<file path="src/hw/rtl/csv_byte_tokenizer_top_defines.svh">
// Assertion macros for the CSV byte tokenizer.
// Included by csv_byte_tokenizer_top; expects clk_i and rst_ni in scope.
`ifndef CSV_BYTE_TOKENIZER_TOP_DEFINES_SVH
`define CSV_BYTE_TOKENIZER_TOP_DEFINES_SVH
`ifndef SYNTHESIS
`define CSVT_ASSERT(name, prop, msg) \
  name: assert property (@(posedge clk_i) disable iff (!rst_ni) (prop)) else $error(msg);
`define CSVT_ASSERT_NEXT(name, ante, cons, msg) \
  name: assert property (@(posedge clk_i) disable iff (!rst_ni) (ante) |=> (cons)) \
    else $error(msg);
`else
`define CSVT_ASSERT(name, prop, msg)
`define CSVT_ASSERT_NEXT(name, ante, cons, msg)
`endif
`endif

</file>
<file path="src/hw/rtl/csvt_pkg.sv">
// Types, constants and the per-byte tokenizer step of the CSV byte tokenizer.
// Used by csv_byte_tokenizer_top.
`timescale 1ns / 1ps
`default_nettype none

package csvt_pkg;

  localparam int unsigned MaxResults = 4;
  localparam int unsigned CntW       = 3;
  localparam int unsigned SlotW      = 2;

  // Configuration register indexes.
  localparam logic [1:0] RegDelimiter = 2'd0;
  localparam logic [1:0] RegQuote     = 2'd1;
  localparam logic [1:0] RegSkipBom   = 2'd2;

  localparam logic [7:0] DelimReset = 8'h2C;
  localparam logic [7:0] QuoteReset = 8'h22;

  localparam logic [7:0] BomB0 = 8'hEF;
  localparam logic [7:0] BomB1 = 8'hBB;
  localparam logic [7:0] BomB2 = 8'hBF;
  localparam logic [7:0] ChCr  = 8'h0D;
  localparam logic [7:0] ChLf  = 8'h0A;

  // Byte-order mark progress.
  localparam logic [1:0] BomNone = 2'd0;
  localparam logic [1:0] BomOne  = 2'd1;
  localparam logic [1:0] BomTwo  = 2'd2;
  localparam logic [1:0] BomDone = 2'd3;

  typedef struct packed {
    logic in_quotes;
    logic quote_pending;
    logic after_cr;
    logic row_open;
  } state_t;

  typedef struct packed {
    logic [7:0] field_byte;
    logic       has_byte;
    logic       end_of_field;
    logic       end_of_row;
  } res_t;

  typedef struct packed {
    state_t st;
    logic   emit;
    res_t   res;
  } tok_t;

  // One tokenizer step for a single byte: at most one result.
  function automatic tok_t tok_step(state_t s, logic [7:0] delim, logic [7:0] quote,
                                    logic [7:0] c);
    tok_t t;
    logic done;
    t      = '0;
    t.st   = s;
    done   = 1'b0;
    if (s.quote_pending) begin
      t.st.quote_pending = 1'b0;
      if (c == quote) begin
        t.emit = 1'b1;
        t.res  = '{field_byte: quote, has_byte: 1'b1, end_of_field: 1'b0, end_of_row: 1'b0};
        done   = 1'b1;
      end else begin
        t.st.in_quotes = 1'b0;
      end
    end
    if (!done && t.st.after_cr) begin
      t.st.after_cr = 1'b0;
      if (c == ChLf) begin
        done = 1'b1;
      end
    end
    if (!done) begin
      if (t.st.in_quotes) begin
        t.st.row_open = 1'b1;
        if (c == quote) begin
          t.st.quote_pending = 1'b1;
        end else begin
          t.emit = 1'b1;
          t.res  = '{field_byte: c, has_byte: 1'b1, end_of_field: 1'b0, end_of_row: 1'b0};
        end
      end else if (c == quote) begin
        t.st.in_quotes = 1'b1;
        t.st.row_open  = 1'b1;
      end else if (c == delim) begin
        t.st.row_open = 1'b1;
        t.emit = 1'b1;
        t.res  = '{field_byte: 8'h00, has_byte: 1'b0, end_of_field: 1'b1, end_of_row: 1'b0};
      end else if (c == ChCr) begin
        t.st.row_open = 1'b0;
        t.st.after_cr = 1'b1;
        t.emit = 1'b1;
        t.res  = '{field_byte: 8'h00, has_byte: 1'b0, end_of_field: 1'b1, end_of_row: 1'b1};
      end else if (c == ChLf) begin
        t.st.row_open = 1'b0;
        t.emit = 1'b1;
        t.res  = '{field_byte: 8'h00, has_byte: 1'b0, end_of_field: 1'b1, end_of_row: 1'b1};
      end else begin
        t.st.row_open = 1'b1;
        t.emit = 1'b1;
        t.res  = '{field_byte: c, has_byte: 1'b1, end_of_field: 1'b0, end_of_row: 1'b0};
      end
    end
    return t;
  endfunction

endpackage

`default_nettype wire

</file>
<file path="src/hw/rtl/csvt_in_if.sv">
// Input byte channel of the CSV byte tokenizer: valid/ready plus raw byte.
// No dependencies.
`timescale 1ns / 1ps
`default_nettype none

interface csvt_in_if;
  logic       valid;
  logic       ready;
  logic [7:0] byte_value;
  logic       end_of_stream;

  modport source (output valid, output byte_value, output end_of_stream, input ready);
  modport sink   (input valid, input byte_value, input end_of_stream, output ready);
endinterface

`default_nettype wire

</file>
<file path="src/hw/rtl/csvt_out_if.sv">
// Result channel of the CSV byte tokenizer: valid/ready plus token fields.
// No dependencies.
`timescale 1ns / 1ps
`default_nettype none

interface csvt_out_if;
  logic       valid;
  logic       ready;
  logic [7:0] field_byte;
  logic       has_byte;
  logic       end_of_field;
  logic       end_of_row;
  logic       last_of_run;

  modport source (output valid, output field_byte, output has_byte, output end_of_field,
                  output end_of_row, output last_of_run, input ready);
  modport sink   (input valid, input field_byte, input has_byte, input end_of_field,
                  input end_of_row, input last_of_run, output ready);
endinterface

`default_nettype wire

</file>
<file path="src/hw/rtl/csvt_cfg_if.sv">
// Configuration write channel of the CSV byte tokenizer: register index and data.
// No dependencies.
`timescale 1ns / 1ps
`default_nettype none

interface csvt_cfg_if;
  logic       valid;
  logic       ready;
  logic [1:0] index;
  logic [7:0] data;

  modport source (output valid, output index, output data, input ready);
  modport sink   (input valid, input index, input data, output ready);
endinterface

`default_nettype wire

</file>
<file path="src/hw/rtl/csv_byte_tokenizer_top.sv">
// CSV byte tokenizer: byte-order mark stripping, quoting, row and field marks.
// Depends on csvt_pkg, the csvt_*_if interfaces and the assertion macro header.
// Latency: the first result of a byte is offered in the cycle after its transfer.
// Throughput: one byte per cycle while each byte gives at most one result and the output is
// ready; a byte giving several results holds the input until the last of them is being taken.
// Reset clears tokenizer state, the result count and the registers to their defaults.
`timescale 1ns / 1ps
`default_nettype none

`include "csv_byte_tokenizer_top_defines.svh"

module csv_byte_tokenizer_top (
  input  wire     clk_i,
  input  wire     rst_ni,
  csvt_in_if.sink   in_i,
  csvt_out_if.source out_o,
  csvt_cfg_if.sink  cfg_i
);
  import csvt_pkg::*;

  logic [7:0] delim_q, quote_q;
  logic       skip_bom_q;
  state_t     st_q, st_d;
  logic [1:0] bom_q, bom_d;

  res_t             res_q [MaxResults];
  res_t             res_d [MaxResults];
  logic [CntW-1:0]  cnt_q, cnt_d;
  logic [SlotW-1:0] head_q;

  logic in_fire, out_fire;

  tok_t       t_b0, t_b1, t_c;
  logic       match, flush, flush_b0, flush_b1;
  logic [1:0] phase_eff;
  logic [7:0] want;
  res_t       cand [MaxResults];
  logic       cand_emit [MaxResults];
  logic       close_row;

  assign cfg_i.ready = 1'b1;

  always_ff @(posedge clk_i or negedge rst_ni) begin
    if (!rst_ni) begin
      delim_q    <= DelimReset;
      quote_q    <= QuoteReset;
      skip_bom_q <= 1'b1;
    end else if (cfg_i.valid) begin
      unique case (cfg_i.index)
        RegDelimiter: delim_q    <= cfg_i.data;
        RegQuote:     quote_q    <= cfg_i.data;
        RegSkipBom:   skip_bom_q <= cfg_i.data[0];
        default: ;
      endcase
    end
  end

  // The buffer only ever holds results of one byte, so a new byte may enter once
  // the last of them is being taken.
  assign out_fire    = out_o.valid && out_o.ready;
  assign in_i.ready  = (cnt_q == '0) || ((cnt_q == CntW'(1)) && out_o.ready);
  assign in_fire     = in_i.valid && in_i.ready;

  always_comb begin
    unique case (bom_q)
      BomNone: want = BomB0;
      BomOne:  want = BomB1;
      default: want = BomB2;
    endcase
    match     = skip_bom_q && (bom_q != BomDone) && (in_i.byte_value == want);
    phase_eff = match ? bom_q + 2'd1 : bom_q;
    // A mark cut short by end of stream, or a mismatch, gives back the held bytes.
    flush     = (bom_q != BomDone) && (!match || (in_i.end_of_stream && bom_q != BomTwo));
    flush_b0  = flush && ((phase_eff == BomOne) || (phase_eff == BomTwo));
    flush_b1  = flush && (phase_eff == BomTwo);

    t_b0 = flush_b0 ? tok_step(st_q, delim_q, quote_q, BomB0) : tok_t'{st: st_q, default: '0};
    t_b1 = flush_b1 ? tok_step(t_b0.st, delim_q, quote_q, BomB1)
                    : tok_t'{st: t_b0.st, default: '0};
    t_c  = !match ? tok_step(t_b1.st, delim_q, quote_q, in_i.byte_value)
                  : tok_t'{st: t_b1.st, default: '0};

    close_row = in_i.end_of_stream && t_c.st.row_open;

    cand[0] = t_b0.res;  cand_emit[0] = t_b0.emit;
    cand[1] = t_b1.res;  cand_emit[1] = t_b1.emit;
    cand[2] = t_c.res;   cand_emit[2] = t_c.emit;
    cand[3] = '{field_byte: 8'h00, has_byte: 1'b0, end_of_field: 1'b1, end_of_row: 1'b1};
    cand_emit[3] = close_row;

    if (in_i.end_of_stream) begin
      st_d  = '0;
      bom_d = BomNone;
    end else begin
      st_d  = t_c.st;
      bom_d = (bom_q == BomDone) ? BomDone : (match ? bom_q + 2'd1 : BomDone);
    end

    // Pack the emitted results into the front of the buffer.
    cnt_d = '0;
    for (int i = 0; i < MaxResults; i++) begin
      res_d[i] = '0;
    end
    for (int i = 0; i < MaxResults; i++) begin
      if (cand_emit[i]) begin
        res_d[cnt_d[SlotW-1:0]] = cand[i];
        cnt_d = cnt_d + CntW'(1);
      end
    end
  end

  always_ff @(posedge clk_i or negedge rst_ni) begin
    if (!rst_ni) begin
      st_q   <= '0;
      bom_q  <= BomNone;
      cnt_q  <= '0;
      head_q <= '0;
    end else if (in_fire) begin
      st_q   <= st_d;
      bom_q  <= bom_d;
      cnt_q  <= cnt_d;
      head_q <= '0;
    end else if (out_fire) begin
      cnt_q  <= cnt_q - CntW'(1);
      head_q <= head_q + SlotW'(1);
    end
  end

  always_ff @(posedge clk_i) begin
    if (in_fire) begin
      for (int i = 0; i < MaxResults; i++) begin
        res_q[i] <= res_d[i];
      end
    end
  end

  assign out_o.valid        = (cnt_q != '0);
  assign out_o.field_byte   = res_q[head_q].field_byte;
  assign out_o.has_byte     = res_q[head_q].has_byte;
  assign out_o.end_of_field = res_q[head_q].end_of_field;
  assign out_o.end_of_row   = res_q[head_q].end_of_row;
  assign out_o.last_of_run  = (cnt_q == CntW'(1));

  `CSVT_ASSERT(a_cnt_bound, cnt_q <= CntW'(MaxResults), "result count above buffer depth")
  `CSVT_ASSERT(a_in_only_when_draining, !in_fire || (cnt_q <= CntW'(1)),
               "byte taken while several results are still queued")
  `CSVT_ASSERT(a_row_needs_field, !out_o.valid || !out_o.end_of_row || out_o.end_of_field,
               "end of row without end of field")
  `CSVT_ASSERT(a_byte_zero_when_mark, !out_o.valid || out_o.has_byte || out_o.field_byte == 8'h00,
               "mark result carries a non-zero byte")
  `CSVT_ASSERT_NEXT(a_eos_clears, in_fire && in_i.end_of_stream,
                    st_q == '0 && bom_q == BomNone, "state not cleared after end of stream")

endmodule

`default_nettype wire
</file>
<file path="src/flat_wrapper.sv">
// flat-port wrapper written by rule: the top's interface ports become plain ports
module csv_byte_tokenizer_top_flat import csvt_pkg::*;
  (clk_i, rst_ni, in_i_valid, in_i_byte_value, in_i_end_of_stream, in_i_ready, out_o_valid, out_o_field_byte, out_o_has_byte, out_o_end_of_field, out_o_end_of_row, out_o_last_of_run, out_o_ready, cfg_i_valid, cfg_i_index, cfg_i_data, cfg_i_ready);
  csvt_in_if in_i_i ();
  csvt_out_if out_o_i ();
  csvt_cfg_if cfg_i_i ();
  input  wire clk_i;
  input  wire rst_ni;
  input wire logic [$bits(in_i_i.valid)-1:0] in_i_valid;
  input wire logic [$bits(in_i_i.byte_value)-1:0] in_i_byte_value;
  input wire logic [$bits(in_i_i.end_of_stream)-1:0] in_i_end_of_stream;
  output wire logic [$bits(in_i_i.ready)-1:0] in_i_ready;
  output wire logic [$bits(out_o_i.valid)-1:0] out_o_valid;
  output wire logic [$bits(out_o_i.field_byte)-1:0] out_o_field_byte;
  output wire logic [$bits(out_o_i.has_byte)-1:0] out_o_has_byte;
  output wire logic [$bits(out_o_i.end_of_field)-1:0] out_o_end_of_field;
  output wire logic [$bits(out_o_i.end_of_row)-1:0] out_o_end_of_row;
  output wire logic [$bits(out_o_i.last_of_run)-1:0] out_o_last_of_run;
  input wire logic [$bits(out_o_i.ready)-1:0] out_o_ready;
  input wire logic [$bits(cfg_i_i.valid)-1:0] cfg_i_valid;
  input wire logic [$bits(cfg_i_i.index)-1:0] cfg_i_index;
  input wire logic [$bits(cfg_i_i.data)-1:0] cfg_i_data;
  output wire logic [$bits(cfg_i_i.ready)-1:0] cfg_i_ready;
  assign in_i_i.valid = in_i_valid;
  assign in_i_i.byte_value = in_i_byte_value;
  assign in_i_i.end_of_stream = in_i_end_of_stream;
  assign in_i_ready = in_i_i.ready;
  assign out_o_valid = out_o_i.valid;
  assign out_o_field_byte = out_o_i.field_byte;
  assign out_o_has_byte = out_o_i.has_byte;
  assign out_o_end_of_field = out_o_i.end_of_field;
  assign out_o_end_of_row = out_o_i.end_of_row;
  assign out_o_last_of_run = out_o_i.last_of_run;
  assign out_o_i.ready = out_o_ready;
  assign cfg_i_i.valid = cfg_i_valid;
  assign cfg_i_i.index = cfg_i_index;
  assign cfg_i_i.data = cfg_i_data;
  assign cfg_i_ready = cfg_i_i.ready;
  csv_byte_tokenizer_top u_core (.clk_i(clk_i), .rst_ni(rst_ni), .in_i(in_i_i), .out_o(out_o_i), .cfg_i(cfg_i_i));
endmodule
</file>
<file path="config.mk">
export PLATFORM = sky130hd
export DESIGN_NAME = csv_byte_tokenizer_top_flat
export DESIGN_NICKNAME = d
export VERILOG_FILES = /design/src/hw/rtl/csvt_pkg.sv /design/src/hw/rtl/csvt_in_if.sv /design/src/hw/rtl/csvt_out_if.sv /design/src/hw/rtl/csvt_cfg_if.sv /design/src/hw/rtl/csv_byte_tokenizer_top.sv /design/src/flat_wrapper.sv
export VERILOG_INCLUDE_DIRS = /design/src /design/src/hw/rtl
export SDC_FILE = /design/constraint.sdc
export NUM_CORES = 1
export LEC_CHECK = 0
export ABC_AREA = 1
export BUFFER_PORTS_ARGS = -buffer_cell sky130_fd_sc_hd__buf_2
export CAP_MARGIN = 20
export CORE_UTILIZATION = 45
export DETAILED_ROUTE_END_ITERATION = 10
export PLACE_DENSITY = 0.65
export SLEW_MARGIN = 20
export SYNTH_ARGS = -nofsm -noshare
export SYNTH_HDL_FRONTEND = slang
export SYNTH_SLANG_ARGS = --single-unit
</file>
<file path="constraint.sdc">
create_clock -name clk_i -period 3.7 [get_ports clk_i]
set_clock_uncertainty 0.2 [all_clocks]
set_input_delay 0.555 -clock clk_i [delete_from_list [all_inputs] [get_ports clk_i]]
set_output_delay 0.555 -clock clk_i [all_outputs]
set_load 0.05 [all_outputs]
</file>
# ---- Word-level counts from Yosys, hierarchy flattened
# Memory sizes are Yosys's and may differ from the RTL's.
# Cells that the tools add are included.
dict set report totals {
  regBits 28
  ramBits 44
  inputBits 24
  output_inout_bits 15
  word_cells 165
  mem_count 1
}
# memory depth word_bits read_ports rd_ports_with_merged_regs write_ports line_no
set memory_table {}
lappend memory_table {u_core.res_q 4 11 1 0 4 csv_byte_tokenizer_top.sv:26} ;# res_t res_q [MaxResults];
dict set report op_classes {
  addsub 6
  n_lt_le_gt_ge 6
  eq_ne 18
  mux 87
  bitwise_logic 6
  n_reduce_logical 31
}
# op count
set op_table {}
lappend op_table {{12-bit two-way mux} 12}
lappend op_table {{44-bit two-way mux} 3}
lappend op_table {{13-bit two-way mux} 8}
lappend op_table {{44-bit bitwise mux} 2}
lappend op_table {{11-bit demux with 2-bit select} 3}
lappend op_table {{11-bit two-way mux} 6}
lappend op_table {{16-bit two-way mux} 4}
lappend op_table {{36-bit AND} 1}
lappend op_table {{36-bit inverter} 1}
lappend op_table {{8-bit equality test (first input constant)} 4}
lappend op_table {{1-bit two-way mux} 31}
lappend op_table {{8-bit equality test} 3}
lappend op_table {{2-bit two-way mux} 11}
lappend op_table {{8-bit by 4-bit equality test with 1-bit output (second input constant)} 2}
lappend op_table {{1-bit logical AND} 16}
lappend op_table {{3-bit two-way mux} 5}
lappend op_table {{7-bit one-hot mux with 2 select lines} 1}
lappend op_table {{3-bit >= comparator (second input constant)} 3}
lappend op_table {{3-bit by 1-bit less-than comparator with 1-bit output (second input constant)} 3}
lappend op_table {{8-bit bitwise OR} 1}
lappend op_table {{3-bit by 1-bit adder with 3-bit output (second input constant)} 2}
lappend op_table {{2-bit by 1-bit equality test with 1-bit output (second input constant)} 3}
lappend op_table {{2-bit equality test (second input constant)} 3}
lappend op_table {{2-bit inverter with 3-bit output} 2}
lappend op_table {{14 further kinds} 24}

# ---- Longest topological paths before layout
dict set report logic_depth {
  ltp_word 34
  mapped_depth 29
  ltp_nobuf 29
}

# ---- Worst setup path after synthesis
# Ideal clock, no wire load.
dict set report synth_path {
  kind {input to register}
  start {input in_i_byte_value[2]}
  end {memory u_core.res_q[2][5] (netlist name) (data pin)}
  arrival_ns 3.557
  t_required_ns 3.246
  path_slack_ns -0.311
  cell_stages 27
  path_buffers 1
  cell_sequence {buf_4 -> inv_2 -> nand2_1 -> nand2_1 -> nor2_4 -> nand3_1 -> nor2_1 -> o21bai_1 -> inv_1 -> ha_1 -> inv_1 -> nand3_2 -> nand2_1 -> nand3_2 -> nand2_1 -> inv_1 -> ha_1 -> inv_1 -> nand2_2 -> nand2_2 -> inv_2 -> nor2_4 -> inv_2 -> nor2_4 -> inv_4 -> nand2_8 -> nor2_2}
}
# element line_no
set synth_rtl {}
lappend synth_rtl {{start, declared} flat_wrapper.sv:10} ;# input wire logic [$bits(in_i_i.byte_value)-1:0] in_i_byte_value;
lappend synth_rtl {{end, declared} csv_byte_tokenizer_top.sv:26}

==> results by group <==
Worst setup path
  – CP Data Arrival Time: 3640 ps
  – Worst setup path startpoint: u_core.bom_q[0]
  – CP Capture Type: flip-flop
  – R2R depth: 24
  – Worst Path Max Fanout: 8
  – Critical Path RT: 3590 ps
  – Reg-to-reg startpoint: u_core.bom_q[0]
  – Most frequent CP cell: nand3_4
  – Crit path max-delay cell type: dfrtp_2
  – Worst path max stage delay: around 440 ps
  – Startpoint types: flip-flop
  – Worst reg2reg setup slack: -50 ps
  – Crit-path cells: buf_4 -> ha_4 -> nand2_2 -> nand2_2 -> nor2_4 -> and3_4 -> ha_4 -> inv_2 -> ha_4 -> inv_4 -> nand3_4 -> nand2_4 -> nand3_4 -> o21ai_4 -> nand2_1 -> nand2_4 -> nand3_4 -> nand3_4 -> inv_2 -> nand2_2 -> nor2_4 -> buf_12 -> inv_2 -> o21ai_0
  – WS Path Type: flip-flop to flip-flop
  – Worst Setup EP: u_core.res_q[1][0]
  – Worst r2r dst: u_core.res_q[1][0]

Synthesis
  – Post-synth EDFFs: 44
  – Yosys top cell by area: edfxtp_1
  – Commonest cells in the netlist: nand2_1 (122), inv_1 (74), o21ai_0 (74)
  – Syn_area_per_cell: 7.957 sq um
  – Syn Inst Count: 587
  – Synth top area share: 28.29%
  – Fraction of registers with async set/reset: 38.89%
  – Mapped Area: around 0.0047 sq mm
  – Top post-synthesis cells by area: edfxtp_1 (28%), dfrtp_1 (12%), nand2_1 (9.8%)
  – Top-count cell post-synth: nand2_1
  – Synth Warn #: 0
  – Ys flop type: edfxtp_1
  – Post-synthesis sequential area ratio: 43.45%
  – Count of cell types in the netlist: 49
  – Syn_nets: 624
  – Flops & latches, synth: 72

Pwr
  – Internal power: 3.142 mW
  – Final Power: 6.243 mW
  – Power Density: 1042 mW/mm^2
  – Combinational power share: 67.7%
  – Leak: 2.701 nW
  – Worst IR drop on VDD: about 650 uV
  – Switching part of the total: 49.68%
  – Reg power frac: 22.3%
  – Psw: 3.101 mW
  – Clk pwr share: about a tenth

Die
  – # IOs: 39
  – Die area: 0.01079 sq mm
  – Die height: around 100 microns
  – Core Region: 0.009910 sq mm
  – Initial Utilization: 47.13%
  – # rows: 36
  – Die width: around 100 microns

Status
  – Outcome: finished with violations
  – Failing checks: setup timing

STA
  – Final setup viols: 1
  – Fin. max-slew vios: 0
  – Final Hold Viols: 0
  – Final setup margin: -48.57 ps
  – RSZ-0062 raised after global routing: true
  – Worst Tran Pin Value: 740.2 ps
  – Max Clk Rate: 266.8 MHz
  – Min Clock Period, post-route: 3749 ps
  – Slew headroom: 50.24%
  – Final period util: 101.3%

Placement
  – HPWL reported at the end of detailed placement: 8.809 mm
  – Final Wtd Congestion: 0.9267
  – Buffers on Ports: 37
  – Cell Area, Placed: roughly 0.0054 sq mm

Drt
  – DRC: 0
  – Vias per inst: 5.188
  – Drt total wl: around 12 mm
  – Drt pass-1 iters: 4
  – Antenna Nets Post-Route: 0
  – Vias: between 4k and 5k
  – DRT iter0 DRCs: 176
  – WL/cell: approximately 14 microns

Layout
  – Fill cell count: 907
  – Nets: 732
  – Antenna cells: 0
  – Share of layout cells above drive strength 1: 34.14%
  – Finished Core Util: 60.45%
  – Final instance area: 0.005991 sq mm
  – Syn-to-layout area delta: 28.26%

Global routing
  – First-pass GRT wire length: 19.97 mm
  – Largest net degree at the start of global routing: 53
  – Total GRT Usage: 22.91%
  – Total gr overflow: 0
  – Vias in the first global route: 4268
  – Initial antenna violation count: 0

Flow run
  – Max_cap viols: 0

Clock tree
  – Clk_lat worst skew: ~360 ps
  – CTS max path bufs: 2
  – CTS sink count: between 70 and 80
  – CTS tree: yes
  – Root buffer selected by CTS: clkbuf_8
  – CTS Hold Buffers Added: 0
  – Total CTS buffers: 9
  – H-tree depth: 3
  – CTS clock-pin slew for the worst setup and hold paths: 80 ps

Worst hold path
  – Hold crit path type: input port to asynchronous set/reset pin
-- kinds of logic (layout without fill, tap and decap cells) --
logic type,count (synthesis),in the layout,share of synthesized area (%)
AO/OA/AOI/OAI,125,125,14.57
XOR/XNOR,10,10,1.875
flip-flops,72,72,43.45
adder cells (fa/ha/maj),13,13,3.483
other,1,1,0.08029
AND/OR/NAND/NOR,266,266,28.29
buffers and inverters,100,213,8.251
-- power groups by stage --
stage | Combinational [mW] | Sequential (mW) | Clock [mW]
2_1_floorplan | 2.48 | 1.37 | 0
3_3_place_gp | 3.50 | 1.40 | 0
3_5_place_dp | 3.56 | 1.41 | 0
4_1_cts | 3.76 | 1.40 | 0.634
5_1_grt | 4.64 | 1.42 | 0.665
6_report | 4.23 | 1.39 | 0.620
-- worst min-delay path by stage --
stage | slack [ps] | end | start | cells after the start
5_1_grt | 50 | u_core.bom_q[1] | rst_ni | 1
6_report | 10 | u_core.bom_q[1] | rst_ni | 1
2_1_floorplan | 60 | u_core.bom_q[0] | rst_ni | 0
3_3_place_gp | 260 | u_core.cnt_q[1] | u_core.cnt_q[1] | 2
4_1_cts | 20 | u_core.bom_q[1] | rst_ni | 1
3_5_place_dp | 260 | u_core.st_q[1] | u_core.st_q[1] | 2
-- critical path: cells and delay by family, from the launching register on --
kind	cells	cell delay [ps]
buffers and inverters	6	520
DFF	1	440
adders and majority gates	3	550
AOI/OAI and AO/OA	2	370
and+or+nand+nor	13	1370
-- metrics by stage --
stage	hold WS [ps]	setup slack (ps)	TNS, ps	instances
final	14.94	-48.57	-48.57	833
after detailed placement	264.7	-129.6	-2941	797
after CTS	22.84	27.26	0	823
after global routing	50.30	-217.2	-5259	833
after global placement	263.8	-27.14	-165.9	797
after floorplan	59.41	18.32	0	587
-- layout by cell type, fill, tap and decap left out, types with 2 or more instances in the layout --
cell type / instances
a21oi_1: 13
a21oi_2: 10
and3_1: 2
buf_2: 37
buf_4: 71
clkbuf_8: 9
clkinv_1: 3
clkinv_2: 2
dfrtp_1: 21
dfstp_2: 6
edfxtp_1: 44
ha_1: 7
ha_4: 5
inv_1: 66
inv_2: 16
inv_4: 4
nand2_1: 104
nand2_2: 19
nand2_4: 9
nand3_1: 17
nand3_2: 5
nand3_4: 7
nand4_1: 9
nor2_1: 54
nor2_2: 13
nor2_4: 6
nor3_1: 6
nor4_1: 3
o21ai_0: 64
o21ai_1: 11
o21ai_2: 4
o22ai_1: 15
xnor2_1: 6
xor2_1: 4
-- routing by layer --
| layer | GRT usage, % | up-vias | wire length [microns] |
|---|---|---|---|
| li1 | - | 2170 | - |
| met1 | 29.21 | 2044 | 5400 |
| met2 | 39.29 | 89 | 6063 |
| met3 | 3.383 | 19 | 370 |
| met4 | 8.673 | 0 | 210 |
| met5 | 0 | - | 0 |
-- flip-flops by register name (all words and copies together) (netlist names) --
name	count
u_core.delim_q	8
u_core.head_q	2
u_core.skip_bom_q	1
u_core.quote_q	8
u_core.st_q	4
u_core.res_q	44
u_core.cnt_q	3
u_core.bom_q	2
-- layout make-up --
cell class,count,area [sq um],area share (%)
Multi-Input combinational cell,415,2527,42.19
Clock inverter,6,60.06,1.003
Tap cell,133,166.4,2.778
Clock buffer,10,127.6,2.130
Timing Repair Buffer,109,738.2,12.32
Inverter,88,340.3,5.681
Sequential cell,72,2031,33.90
-- repair_timing --
action | CTS | global route
setup endpoints to repair | 45 | 48
pin swaps | 19 | 20
gates resized for setup | 30 | 48
buffers inserted | 10 | 10
No activity file was read; power rests on OpenSTA's default activity.
